`config.mk`:
```
export PLATFORM = sky130hd
export DESIGN_NAME = latch_motor_hotwire_deploy_sequencer
export DESIGN_NICKNAME = d
export VERILOG_FILES = /design/src/hdl/lmhds_pkg.sv /design/src/hdl/lmhds_csr.sv /design/src/hdl/lmhds_core.sv /design/src/hdl/latch_motor_hotwire_deploy_sequencer.sv
export SDC_FILE = /design/constraint.sdc
export NUM_CORES = 1
export LEC_CHECK = 0
export BUFFER_PORTS_ARGS = -buffer_cell sky130_fd_sc_hd__buf_4
export CORE_ASPECT_RATIO = 1.1
export CORE_MARGIN = 2
export CORE_UTILIZATION = 45
export CTS_CLUSTER_SIZE = 20
export DETAILED_ROUTE_END_ITERATION = 8
export PLACE_DENSITY = 0.66
export SLEW_MARGIN = 20
export SYNTH_ARGS = -nofsm -noshare
export SYNTH_HDL_FRONTEND = slang
export SYNTH_SLANG_ARGS = --single-unit
```
`constraint.sdc`:
```
create_clock -name clock -period 4.14 [get_ports clock]
set_input_delay 0.828 -clock clock [delete_from_list [all_inputs] [get_ports clock]]
set_output_delay 0.828 -clock clock [all_outputs]
set_load 0.02 [all_outputs]
```
`src/hdl/lmhds_pkg.sv`:
```
// lmhds_pkg: shared types and constants for the deploy sequencer
// register map, reset values, phase codes and the configuration struct
// no dependencies
package lmhds_pkg;

   localparam int unsigned ADDR_WIDTH = 5;
   localparam int unsigned DATA_WIDTH = 32;
   localparam int unsigned TICK_WIDTH = 17;

   // register indexes (byte address is 4 * index)
   localparam logic [2:0] REG_UNLATCH_WAIT = 3'd0;
   localparam logic [2:0] REG_MOTOR_WAIT   = 3'd1;
   localparam logic [2:0] REG_DEPLOY_POWER = 3'd2;
   localparam logic [2:0] REG_IDLE_MOTOR   = 3'd3;
   localparam logic [2:0] REG_IDLE_LATCH   = 3'd4;
   localparam logic [2:0] REG_IDLE_HOTWIRE = 3'd5;

   localparam logic [15:0] RST_UNLATCH_WAIT = 16'd50;
   localparam logic [15:0] RST_MOTOR_WAIT   = 16'd50;
   localparam logic [14:0] RST_DEPLOY_POWER = 15'd16384;
   localparam logic [15:0] RST_IDLE_MOTOR   = 16'd0;
   localparam logic        RST_IDLE_LATCH   = 1'b1;
   localparam logic        RST_IDLE_HOTWIRE = 1'b0;

   localparam logic [1:0] PHASE_LATCHED    = 2'd0;
   localparam logic [1:0] PHASE_UNLATCHING = 2'd1;
   localparam logic [1:0] PHASE_MOTOR      = 2'd2;
   localparam logic [1:0] PHASE_CUT        = 2'd3;

   typedef struct packed {
      logic [15:0]        unlatch_wait_ticks;
      logic [15:0]        motor_wait_ticks;
      logic [14:0]        deploy_power;
      logic signed [15:0] idle_motor;
      logic               idle_latch;
      logic               idle_hotwire;
   } cfg_type;

endpackage

```
`src/hdl/lmhds_csr.sv`:
```
// lmhds_csr: configuration registers behind the apb-style port
// depends on lmhds_pkg
module lmhds_csr (
   input  logic                             clock,
   input  logic                             reset,
   input  logic                             psel,
   input  logic                             penable,
   input  logic                             pwrite,
   input  logic [lmhds_pkg::ADDR_WIDTH-1:0] paddr,
   input  logic [lmhds_pkg::DATA_WIDTH-1:0] pwdata,
   output logic [lmhds_pkg::DATA_WIDTH-1:0] prdata,
   output logic                             pready,
   output lmhds_pkg::cfg_type               cfg
);
   import lmhds_pkg::*;

   cfg_type    cfg_ff;
   logic       wr_en;
   logic [2:0] reg_idx;

   assign pready  = 1'b1;
   assign wr_en   = psel && penable && pwrite && pready;
   assign reg_idx = paddr[4:2];
   assign cfg     = cfg_ff;

   always_ff @(posedge clock) begin
      if (reset) begin
         cfg_ff.unlatch_wait_ticks <= RST_UNLATCH_WAIT;
         cfg_ff.motor_wait_ticks   <= RST_MOTOR_WAIT;
         cfg_ff.deploy_power       <= RST_DEPLOY_POWER;
         cfg_ff.idle_motor         <= RST_IDLE_MOTOR;
         cfg_ff.idle_latch         <= RST_IDLE_LATCH;
         cfg_ff.idle_hotwire       <= RST_IDLE_HOTWIRE;
      end else if (wr_en) begin
         case (reg_idx)
            REG_UNLATCH_WAIT: cfg_ff.unlatch_wait_ticks <= pwdata[15:0];
            REG_MOTOR_WAIT:   cfg_ff.motor_wait_ticks   <= pwdata[15:0];
            REG_DEPLOY_POWER: cfg_ff.deploy_power       <= pwdata[14:0];
            REG_IDLE_MOTOR:   cfg_ff.idle_motor         <= pwdata[15:0];
            REG_IDLE_LATCH:   cfg_ff.idle_latch         <= pwdata[0];
            REG_IDLE_HOTWIRE: cfg_ff.idle_hotwire       <= pwdata[0];
            default: ;
         endcase
      end
   end

   always_comb begin
      case (reg_idx)
         REG_UNLATCH_WAIT: prdata = {16'd0, cfg_ff.unlatch_wait_ticks};
         REG_MOTOR_WAIT:   prdata = {16'd0, cfg_ff.motor_wait_ticks};
         REG_DEPLOY_POWER: prdata = {17'd0, cfg_ff.deploy_power};
         REG_IDLE_MOTOR:   prdata = {16'd0, cfg_ff.idle_motor};
         REG_IDLE_LATCH:   prdata = {31'd0, cfg_ff.idle_latch};
         REG_IDLE_HOTWIRE: prdata = {31'd0, cfg_ff.idle_hotwire};
         default:          prdata = '0;
      endcase
   end

endmodule

```
`src/hdl/lmhds_core.sv`:
```
// lmhds_core: input register, sequencer state machine and result register
// depends on lmhds_pkg
module lmhds_core (
   input  logic               clock,
   input  logic               reset,
   input  lmhds_pkg::cfg_type cfg,
   input  logic               req_valid,
   output logic               req_stall,
   input  logic signed [1:0]  req_direction,
   input  logic               req_cut,
   output logic               rsp_valid,
   input  logic               rsp_stall,
   output logic signed [15:0] rsp_motor,
   output logic               rsp_latch,
   output logic               rsp_hotwire,
   output logic [1:0]         rsp_phase
);
   import lmhds_pkg::*;

   typedef enum logic [1:0] {
      ST_LATCHED    = PHASE_LATCHED,
      ST_UNLATCHING = PHASE_UNLATCHING,
      ST_MOTOR      = PHASE_MOTOR,
      ST_CUT        = PHASE_CUT
   } mode_type;

   localparam logic [TICK_WIDTH-1:0] TICK_MAX = '1;

   // input stage
   logic              in_valid_ff;
   logic signed [1:0] in_dir_ff;
   logic              in_cut_ff;

   // sequencer state
   mode_type              mode_ff, mode_in;
   logic [TICK_WIDTH-1:0] tick_ff, tick_in;

   // result stage
   logic               out_valid_ff;
   logic signed [15:0] out_motor_ff, out_motor_in;
   logic               out_latch_ff, out_latch_in;
   logic               out_hot_ff, out_hot_in;
   logic [1:0]         out_phase_ff;

   logic out_free, advance, positive, negative, exceeded;
   logic [15:0] wait_sel;

   assign out_free  = !out_valid_ff || !rsp_stall;
   assign advance   = in_valid_ff && out_free;
   assign req_stall = in_valid_ff && !out_free;

   assign positive = (in_dir_ff == 2'sb01);
   assign negative = in_dir_ff[1];
   assign wait_sel = (mode_ff == ST_LATCHED) ? cfg.unlatch_wait_ticks
                                             : cfg.motor_wait_ticks;
   assign exceeded = (tick_ff > {1'b0, wait_sel});

   always_comb begin
      mode_in      = mode_ff;
      tick_in      = tick_ff;
      out_motor_in = cfg.idle_motor;
      out_latch_in = cfg.idle_latch;
      out_hot_in   = cfg.idle_hotwire;
      case (mode_ff)
         ST_LATCHED, ST_UNLATCHING: begin
            if (mode_ff == ST_UNLATCHING) begin
               out_latch_in = 1'b0;
            end
            if (positive) begin
               if (exceeded) begin
                  mode_in = (mode_ff == ST_LATCHED) ? ST_UNLATCHING : ST_MOTOR;
                  tick_in = '0;
               end else if (tick_ff != TICK_MAX) begin
                  tick_in = tick_ff + 1'b1;
               end
            end else begin
               tick_in = '0;
            end
         end
         ST_MOTOR: begin
            out_latch_in = 1'b0;
            if (in_cut_ff) begin
               mode_in = ST_CUT;
               tick_in = '0;
            end else if (positive) begin
               out_motor_in = {1'b0, cfg.deploy_power};
            end else if (negative) begin
               out_motor_in = -$signed({1'b0, cfg.deploy_power});
            end
         end
         ST_CUT: begin
            out_latch_in = 1'b0;
            if (!in_cut_ff) begin
               mode_in = ST_MOTOR;
               tick_in = '0;
            end else begin
               out_hot_in = 1'b1;
            end
         end
         default: ;
      endcase
   end

   always_ff @(posedge clock) begin
      if (reset) begin
         in_valid_ff  <= 1'b0;
         out_valid_ff <= 1'b0;
         mode_ff      <= ST_LATCHED;
         tick_ff      <= '0;
      end else begin
         if (!req_stall) begin
            in_valid_ff <= req_valid;
         end
         if (out_free) begin
            out_valid_ff <= in_valid_ff;
         end
         if (advance) begin
            mode_ff <= mode_in;
            tick_ff <= tick_in;
         end
      end
   end

   // payload registers
   always_ff @(posedge clock) begin
      if (req_valid && !req_stall) begin
         in_dir_ff <= req_direction;
         in_cut_ff <= req_cut;
      end
      if (advance) begin
         out_motor_ff <= out_motor_in;
         out_latch_ff <= out_latch_in;
         out_hot_ff   <= out_hot_in;
         out_phase_ff <= mode_ff;
      end
   end

   assign rsp_valid   = out_valid_ff;
   assign rsp_motor   = out_motor_ff;
   assign rsp_latch   = out_latch_ff;
   assign rsp_hotwire = out_hot_ff;
   assign rsp_phase   = out_phase_ff;

endmodule

```
`src/hdl/latch_motor_hotwire_deploy_sequencer.sv`:
```
// latch_motor_hotwire_deploy_sequencer: top level of the deploy sequencer
// depends on lmhds_pkg, lmhds_csr and lmhds_core
//
// each transfer on the req_ channel is one control-loop tick carrying the
// deploy direction and the cut request; each tick yields exactly one
// transfer on the rsp_ channel with motor drive, latch servo, hotwire enable
// and the phase the sequencer was in during that tick.
// a req_ transfer passes through the input register, then the state machine
// update and the result register. one tick is taken every cycle while the
// receiver does not stall; the rate is set by the registered state update.
// when the receiver stalls, the result register holds and the input register
// still takes one more tick; only when both are full does req_stall rise.
// reset clears both stages, puts the sequencer in the latched phase with a
// zero tick count and loads the default register values. registers are
// written through the apb-style port (pready always high) and are meant to
// change only while no ticks are in flight.
module latch_motor_hotwire_deploy_sequencer (
   input  logic                             clock,
   input  logic                             reset,
   input  logic                             req_valid,
   output logic                             req_stall,
   input  logic signed [1:0]                req_direction,
   input  logic                             req_cut,
   output logic                             rsp_valid,
   input  logic                             rsp_stall,
   output logic signed [15:0]               rsp_motor,
   output logic                             rsp_latch,
   output logic                             rsp_hotwire,
   output logic [1:0]                       rsp_phase,
   input  logic                             psel,
   input  logic                             penable,
   input  logic                             pwrite,
   input  logic [lmhds_pkg::ADDR_WIDTH-1:0] paddr,
   input  logic [lmhds_pkg::DATA_WIDTH-1:0] pwdata,
   output logic [lmhds_pkg::DATA_WIDTH-1:0] prdata,
   output logic                             pready
);
   import lmhds_pkg::*;

   cfg_type cfg;

   lmhds_csr u_csr (
      .clock   (clock),
      .reset   (reset),
      .psel    (psel),
      .penable (penable),
      .pwrite  (pwrite),
      .paddr   (paddr),
      .pwdata  (pwdata),
      .prdata  (prdata),
      .pready  (pready),
      .cfg     (cfg)
   );

   lmhds_core u_core (
      .clock         (clock),
      .reset         (reset),
      .cfg           (cfg),
      .req_valid     (req_valid),
      .req_stall     (req_stall),
      .req_direction (req_direction),
      .req_cut       (req_cut),
      .rsp_valid     (rsp_valid),
      .rsp_stall     (rsp_stall),
      .rsp_motor     (rsp_motor),
      .rsp_latch     (rsp_latch),
      .rsp_hotwire   (rsp_hotwire),
      .rsp_phase     (rsp_phase)
   );

endmodule

```
# --- Word level (Yosys, flattened, before mapping) ---
# Index checks and enable logic that the tools add are counted.
word_totals:
  ff_bits: 109
  out_inout_bits: 55
  word_cells: 78
classes:
  add_sub_neg: 2
  n_lt_le_gt_ge: 1
  eq_ne: 15
  mux: 22
  n_reduce_logical: 22
ops:
  columns: ["op", "n"]
  rows:
  - ["one-hot mux 16 bit (6 select lines)", 1]
  - ["two-way mux 17 bit", 5]
  - ["two-way mux 16 bit", 5]
  - ["one-hot mux 17 bit (3 select lines)", 1]
  - ["adder 17 x 1 -> 17 bit, second input constant", 1]
  - ["greater-than comparator 17 x 16 -> 1 bit", 1]
  - ["!= test 17 bit, second input constant", 1]
  - ["negator 15 -> 16 bit", 1]
  - ["AND reduction 2 bit", 6]
  - ["two-way mux 2 bit", 5]
  - ["== test 2 bit, second input constant", 3]
  - ["== test 3 x 2 -> 1 bit, second input constant", 2]
  - ["== test 3 bit, second input constant", 2]
  - ["!= test 2 x 1 -> 1 bit, second input constant", 3]
  - ["one-hot mux 2 bit (3 select lines)", 1]
  - ["logical AND 1 bit", 5]
  - ["AND reduction 5 bit", 1]
  - ["zero test 1 bit", 4]
  - ["!= test 4 bit, second input constant", 1]
  - ["AND reduction 4 bit", 1]
  - ["OR reduction 2 bit", 2]
  - ["== test 3 x 1 -> 1 bit, second input constant", 1]
  - ["zero test 3 bit", 1]
  - ["two-way mux 1 bit", 3]
  - ["other kinds (5)", 5]

# --- Logic depth before layout (Yosys ltp) ---
# Gate-level depths: netlist of run 1.
depth:
  ltp_word: 6
  ltp_mapped: 13

# --- Modules after synthesis ---
# A second synthesis of run 1 with hierarchy kept.
unflattened:
  hier_cells: 650
  area_unflattened_um2: 6453.7
by_module_without_submodules:
  columns: ["module", "n_inst", "cells_per_inst", "area_per_inst_um2", "seq_area_each_um2"]
  rows:
  - ["lmhds_csr", 1, 303, 3305.7, 1301.2]
  - ["lmhds_core", 1, 347, 3148.0, 1111.1]

# --- Least setup slack after synthesis of run 1 ---
# OpenSTA, ideal clock, no wires.
synth_timing:
  path_kind: "register to register"
  from: "register u_core.mode_ff[0]"
  to: "register u_core.mode_ff[0]"
  setup_time_ns: 0.121
  arrival_time_ns: 3.135
  required_ns: 4.019
  setup_slack_ns: 0.884
  path_stages_with_launch: 13
  n_path_buf: 3
  synth_period_minus_slack_ns: 3.256
  cell_sequence: "dfxtp_1 clkbuf_1 nor2_1 buf_2 mux2i_1 ha_1 nand4b_4 nor4_4 o31ai_1 a32o_1 buf_6 o21ai_0 mux2_2"
synth_via:
  elab_chain_cells: 5
synth_lines:
  columns: ["element", "line_no", "source"]
  rows:
  - ["from (decl)", "lmhds_core.sv:35", "mode_type mode_ff, mode_in;"]
  - ["from (signal assigned)", "lmhds_core.sv:118", "mode_ff <= mode_in;"]
  - ["zero test 2 bit", "lmhds_core.sv:54, lmhds_core.sv:64, lmhds_core.sv:71", null]
  - ["two-way mux 16 bit or two-way mux 2 bit (tied branches)", "lmhds_core.sv:54, lmhds_core.sv:71", null]
  - ["greater-than comparator 17 x 16 -> 1 bit or two-way mux 2 bit (tied branches)", "lmhds_core.sv:56, lmhds_core.sv:70", null]
  - ["!= test 2 x 1 -> 1 bit (no line) or two-way mux 2 bit (tied branches)", null, null]
  - ["AND reduction 5 bit (no line) or one-hot mux 2 bit (3 select lines) (tied branches)", null, null]
# Several ways; a longest one is shown, not always the timed one. The select of a mux whose other input is x is not followed.
# A chain may end at the register's enable or synchronous reset.

# --- Worst setup path after layout of run 1 ---
layout_timing:
  from: "register u_core.mode_ff[0]"
  to: "register u_core.tick_ff[2]"
layout_via:
  elab_chain_cells: 6
layout_lines:
  columns: ["element", "line_no", "source"]
  rows:
  - ["zero test 2 bit", "lmhds_core.sv:54, lmhds_core.sv:64", null]
  - ["two-way mux 16 bit", "lmhds_core.sv:54", "assign wait_sel = (mode_ff == ST_LATCHED) ? cfg.unlatch_wait_ticks"]
  - ["greater-than comparator 17 x 16 -> 1 bit", "lmhds_core.sv:56", "assign exceeded = (tick_ff > {1'b0, wait_sel});"]
  - ["two-way mux 17 bit", "lmhds_core.sv:70", "if (exceeded) begin"]
  - ["two-way mux 17 bit", "lmhds_core.sv:69", "if (positive) begin"]
  - ["one-hot mux 17 bit (3 select lines)", "lmhds_core.sv:64", "case (mode_ff)"]
  - ["to (signal assigned)", "lmhds_core.sv:119", "tick_ff <= tick_in;"]
  - ["to (decl)", "lmhds_core.sv:36", "logic [TICK_WIDTH-1:0] tick_ff, tick_in;"]
# Several ways; a longest one is shown, not always the timed one.

==> out/results.txt, run 1 <==
post-placement cell count: 875
Final TNS setup: 0 ps
post-layout min period: 3666 ps
status: complete, no violations
largest net degree at the start of global routing: 74
Worst setup SP type: register
final hold vios: 0
initial antenna violation count: 0
Top FF cell, synth: dfxtp_1
Finished Layout Cells: 890
via count: 5143
Fmax: 0.2728 GHz
Synth Warn #: 0
most used cell, CP: buf_4
hpwl dp: 10870 µm
first-pass iteration count of the detailed router: 5
WL final: 15470 µm
mux share of post-synthesis cell area: 11.62%
asr flop ratio synth: 0%
Chip Width: 113.5 µm
Arrival @ worst endpoint: 3930 ps
Die Y-Extent: 124.4 µm
Slew HR: 36.46%
Nets: 791
Gate Count Post-Synth: 682
cts hold-fix bufs: 0
critical-path maximum fanout: 14
Root Buffer Master: clkbuf_16
Core Footprint: 0.01305 mm²
post-CTS setup buffers: 0
simple-gate portion of the synthesized area: 22.85%
WL/cell: 17.38 µm
max-cap viol count: 0
number of vias per cell: 5.779
area leader, netlist: dfxtp_1
crit-path cells: nor2_2 > buf_4 > mux2i_1 > ha_1 > a21oi_1 > a21boi_0 > o31ai_1 > a32o_1 > buf_4 > nand3b_1 > a31oi_1
initial core utilization: 45.48%
Clock transition at path regs: 70 ps
IO Port Bufs: 66
Post-synth EDFFs: 23
period utilisation layout: 88.55%
Distinct cells, synth: 53
first-pass GRT wire length: 24900 µm
row cnt: 44
PwrDens: 323.9 mW/mm²
Detailed Route Iter0 Violations: 375
Slowest-stage cell, CP: a32o_1
main combinational cell family by area after synthesis: simple AND/OR/NAND/NOR gates
cell area after synthesis: 0.005934 mm²
Max VDD drop: 0.2048 mV
CTS Buffer Depth: 2
Sink Count: 109
Leak Pwr: 2.583 nW
Placer Congestion: 0.8606
aggregate global-route resource usage: 22.06%
post-synthesis sequential area ratio: 40.65%
post-synthesis compound-gate area fraction: 14.15%
CTS Buf Count: 9
Worst Tran Pin Value: 952.0 ps
DIE AREA: 0.01412 mm²
Area growth syn-to-layout: 14.10%
max-slew violations: 0
post-synthesis adder-cell area fraction: 4.006%
Routed Antenna Nets: 0
antenna cells: 0
Clock Latency Late Sink: 350 ps
CP max stage delay: 590 ps
Clock Skews: 10.49 ps
worst path required time: 4400 ps
Crit Path Class: reg2reg
CTS tree: built
#FFs+latches synth: 109
IO Pins: 102
grt ovf: 0
number of global-route vias before repair: 4908
Setup crit end kind: register
layout cells sized above 1: 16.87%
synth top area cells: dfxtp_1 (29%), edfxtp_1 (12%), nand2_1 (7.5%)
CTS H-tree depth: 3
Avg Cell Area, Syn: 8.702 µm²
Hold WC Path Type: reg2reg
Post-Synth XOR/XNOR Area: 0.2952%
Fillers: 1141
post-synth top area share: 29.01%
RSZ-0062 raised after global routing: no
# DRC: 0
# resized after CTS: 0
Finish-stage setup viols: 0
-- area by class of cell --
| cell class | count | area [µm²] | area share, % |
|---|---|---|---|
| timing repair buffer | 74 | 555.5 | 8.204 |
| multi-input combinational | 511 | 3219 | 47.54 |
| clock buffer | 11 | 252.7 | 3.732 |
| sequential | 109 | 2412 | 35.62 |
| inverter | 20 | 75.07 | 1.109 |
| clock inverter | 4 | 55.05 | 0.8130 |
| tap | 161 | 201.4 | 2.975 |
-- where the power goes --
| group | switching (mW) | internal (mW) | leakage, nW | total (mW) |
|---|---|---|---|---|
| registers | 0.0131 | 1.10 | 0.913 | 1.11 |
| clock network | 0.391 | 0.504 | 0.149 | 0.894 |
| logic | 0.120 | 0.0679 | 1.52 | 0.188 |
| total | 0.524 | 1.67 | 2.58 | 2.19 |
-- through the flow --
stage	util [%]	area [µm²]	hold WS (ps)	setup WS [ps]	total power, mW
2_1_floorplan	-	5991	402.9	884.2	1.262
3_3_place_gp	49.50	6459	454.0	675.1	1.318
3_5_place_dp	49.50	6459	466.3	584.6	1.322
4_1_cts	51.86	6766	476.2	537.3	2.208
5_1_grt	51.90	6771	493.8	180.9	2.265
6_report	51.90	6771	475.9	473.9	2.193
-- synth_stat cells, types with 3 or more instances --
library cell,n
and3_1,3
inv_1,20
edfxtp_1,23
or2_2,3
a31oi_1,19
a21oi_1,71
nor4_1,5
nand4_1,6
or3_1,7
mux2_2,3
mux2i_1,34
nor2b_1,17
o211ai_1,7
buf_2,5
dfxtp_1,86
o21ai_0,21
clkbuf_1,30
buf_4,17
nor3b_1,3
o21ai_1,4
o22ai_1,4
ha_1,19
nand3_1,13
nor3_1,13
nand2b_1,4
mux4_2,14
nand3b_1,16
buf_1,3
nor2_1,60
nand2_1,118
-- sequential cells by signal, summed over array words and instances, names as in the netlist --
name,count
u_csr.cfg,65
u_core.rsp_motor,16
u_core.rsp_phase,2
u_core.in_dir_ff,2
u_core.in_cut_ff,1
u_core.rsp_latch,1
u_core.mode_ff,2
u_core.tick_ff,17
u_core.in_valid_ff,1
u_core.rsp_valid,1
u_core.rsp_hotwire,1
-- cell usage in the layout (no fill, tap or decap), types with 3 or more instances in the layout --
| cell type | netlist | routed |
|---|---|---|
| o21ai_0 | 21 | 21 |
| o211ai_1 | 7 | 7 |
| nand3b_1 | 16 | 16 |
| dfxtp_1 | 86 | 86 |
| nor4_1 | 5 | 5 |
| nand2b_1 | 4 | 4 |
| edfxtp_1 | 23 | 23 |
| and3_1 | 3 | 3 |
| nand4_1 | 6 | 6 |
| o21ai_1 | 4 | 4 |
| nor2_2 | 0 | 3 |
| a31oi_1 | 19 | 19 |
| inv_1 | 20 | 20 |
| mux4_2 | 14 | 14 |
| or3_1 | 7 | 7 |
| conb_1 | 2 | 17 |
| nand3_1 | 13 | 13 |
| o22ai_1 | 4 | 4 |
| clkbuf_16 | 0 | 9 |
| buf_4 | 17 | 74 |
| or2_2 | 3 | 3 |
| mux2i_1 | 34 | 34 |
| nor2b_1 | 17 | 16 |
| nor3_1 | 13 | 12 |
| ha_1 | 19 | 19 |
| nor3b_1 | 3 | 3 |
| nand2_1 | 118 | 118 |
| a21oi_1 | 71 | 71 |
| mux2_2 | 3 | 3 |
| nor2_1 | 60 | 57 |
-- kinds of logic (layout without fill, tap and decap cells) --
group | after synthesis | after routing
fa+ha+maj | 19 | 19
other cells | 2 | 17
mux | 51 | 51
xor+xnor | 2 | 2
simple gates | 278 | 278
compound gates | 144 | 144
buf+inv | 77 | 109
flops | 109 | 109
-- metal layers --
metal	wire, µm	global-route usage (%)
met5	0	0
met4	208	8.465
met3	690	2.433
met2	7613	36.00
met1	6953	30.02
-- final timing paths --
path / from / to / slack, ps / depth (start not counted)
worst max-delay path: u_core.mode_ff[0] / u_core.tick_ff[2] / 470 / 11
worst min-delay path: u_csr.cfg[64] / u_csr.cfg[64] / 480 / 2
worst max register to register: u_core.mode_ff[0] / u_core.tick_ff[2] / 470 / 11
worst min register to register: u_csr.cfg[64] / u_csr.cfg[64] / 480 / 2
-- critical path, delay by kind of cell (launching register included) --
kind                     cells  cell delay, ps
AO/OA/AOI/OAI                5            1320
AND/OR/NAND/NOR              2             650
buffers and inverters        2             620
flip-flops                   1             390
adder cells (fa/ha/maj)      1             310
multiplexers                 1             290
Power figures use the tool's default switching activity.
==> run 2, diff against run 1 <==
- CORE_MARGIN: 2 -> default
==> out/results.txt, run 2 (synthesis gave the netlist of run 1 again) <==
period utilisation layout: 86.66%
Slew HR: 37.53%
max-slew violations: 0
Power Total: 2.150 mW
violated checks: design-rule violations
max-cap viol count: 0
layout cells sized above 1: 16.99%
# resized after CTS: 0
Nets: 791
Worst Tran Pin Value: 936.0 ps
hpwl dp: 10890 µm
Clock Latency Late Sink: 360 ps
Root Buffer Master: clkbuf_16
Worst setup SP type: register
antenna cells: 0
first-pass GRT wire length: 24450 µm
largest net degree at the start of global routing: 74
first-pass iteration count of the detailed router: 7
Max VDD drop: 0.1885 mV
post-CTS setup buffers: 0
critical-path maximum fanout: 17
WL/cell: 17.37 µm
via count: 5111
number of vias per cell: 5.762
CTS tree: built
CTS H-tree depth: 3
Final TNS setup: 0 ps
Finish-stage setup viols: 0
IO Port Bufs: 66
Largest register FFs: 65
commonest cells after routing, fill and taps aside: nand2_1 (118), dfxtp_1 (86), buf_4 (74)
worst path required time: 4420 ps
Die Y-Extent: 122.4 µm
initial core utilization: 46.54%
WHS Path Cells: 2
grt ovf: 0
DP Worst Slack: 568.0 ps
Placer Congestion: 0.8658
worst reg-to-reg path cell count: 10
Hold WC Path Type: reg2reg
Core Footprint: 0.01275 mm²
Setup crit end kind: register
Fmax: 0.2787 GHz
Detailed Route Iter0 Violations: 390
post-layout min period: 3588 ps
Routed Antenna Nets: 0
Clock transition at path regs: 80 ps
final hold vios: 0
cts hold-fix bufs: 0
PwrDens: 318.7 mW/mm²
Crit Path Class: reg2reg
number of global-route vias before repair: 4811
fin util: 52.90%
DIE AREA: 0.01365 mm²
RSZ-0062 raised after global routing: no
row cnt: 43
Sink Count: 109
status: finished with violations
Area growth syn-to-layout: 13.66%
CTS Buffer Depth: 2
Chip Width: 111.5 µm
Leak Pwr: 2.567 nW
# DRC: 2
IO Pins: 102
aggregate global-route resource usage: 22.76%
WL final: 15400 µm
fin worst setup slack: 552.4 ps
CTS Buf Count: 9
initial antenna violation count: 0
most common cell after layout, fill and taps aside: nand2_1
Arrival @ worst endpoint: 3870 ps
Clock Skews: 9.681 ps
run 2: cell type report:
class	count	area, µm²
fillers	1139	6006
clock buffers	10	239.0
repair buffers	74	555.5
clock inverters	6	47.55
inverters	20	75.07
flip-flops and latches	109	2412
well taps	157	196.4
multi-input cells	511	3219
run 2: report_power, final:
part / internal [mW] / switching [mW] / leakage (nW) / total [mW]
clock: 0.430 / 0.421 / 0.133 / 0.851
combinational: 0.0678 / 0.120 / 1.52 / 0.187
sequential: 1.10 / 0.0132 / 0.913 / 1.11
run 2: path summary, 6_finish.rpt:
| kind | startpoint | endpoint | slack (ps) |
|---|---|---|---|
| worst max-delay path | u_core.mode_ff[0] | u_core.tick_ff[0] | 550 |
| worst min-delay path | u_csr.cfg[55] | u_csr.cfg[55] | 480 |
| worst max register to register | u_core.mode_ff[0] | u_core.tick_ff[0] | 550 |
| worst min register to register | u_csr.cfg[55] | u_csr.cfg[55] | 480 |
run 2: per-stage QoR:
stage | hold slack (ps) | area (µm²) | std cells
after global routing | 493.5 | 6745 | 887
final | 477.8 | 6745 | 887
after detailed placement | 468.0 | 6454 | 871
after floorplan | 402.9 | 5991 | 697
after global placement | 455.3 | 6454 | 871
after CTS | 478.3 | 6740 | 887
run 2: per-layer routing:
metal | GRT usage [%] | part of all wire, % | routed length [µm] | vias up
met5 | 0 | 0 | 0 | -
met4 | 9.628 | 1.7 | 261 | 0
met3 | 4.198 | 5.9 | 902 | 22
met2 | 38.05 | 48 | 7455 | 179
met1 | 29.05 | 44 | 6784 | 2446
li1 | - | - | - | 2464
run 2: worst max-delay path: stages, from the launching register on:
cell      delay [ps]
dfxtp_1          410
nor2_2           560
buf_4            330
mux2i_1          260
ha_1             290
a21oi_1          130
a21boi_0         100
o31ai_1          250
a32o_1           610
a31oi_4          320
o22ai_1          250
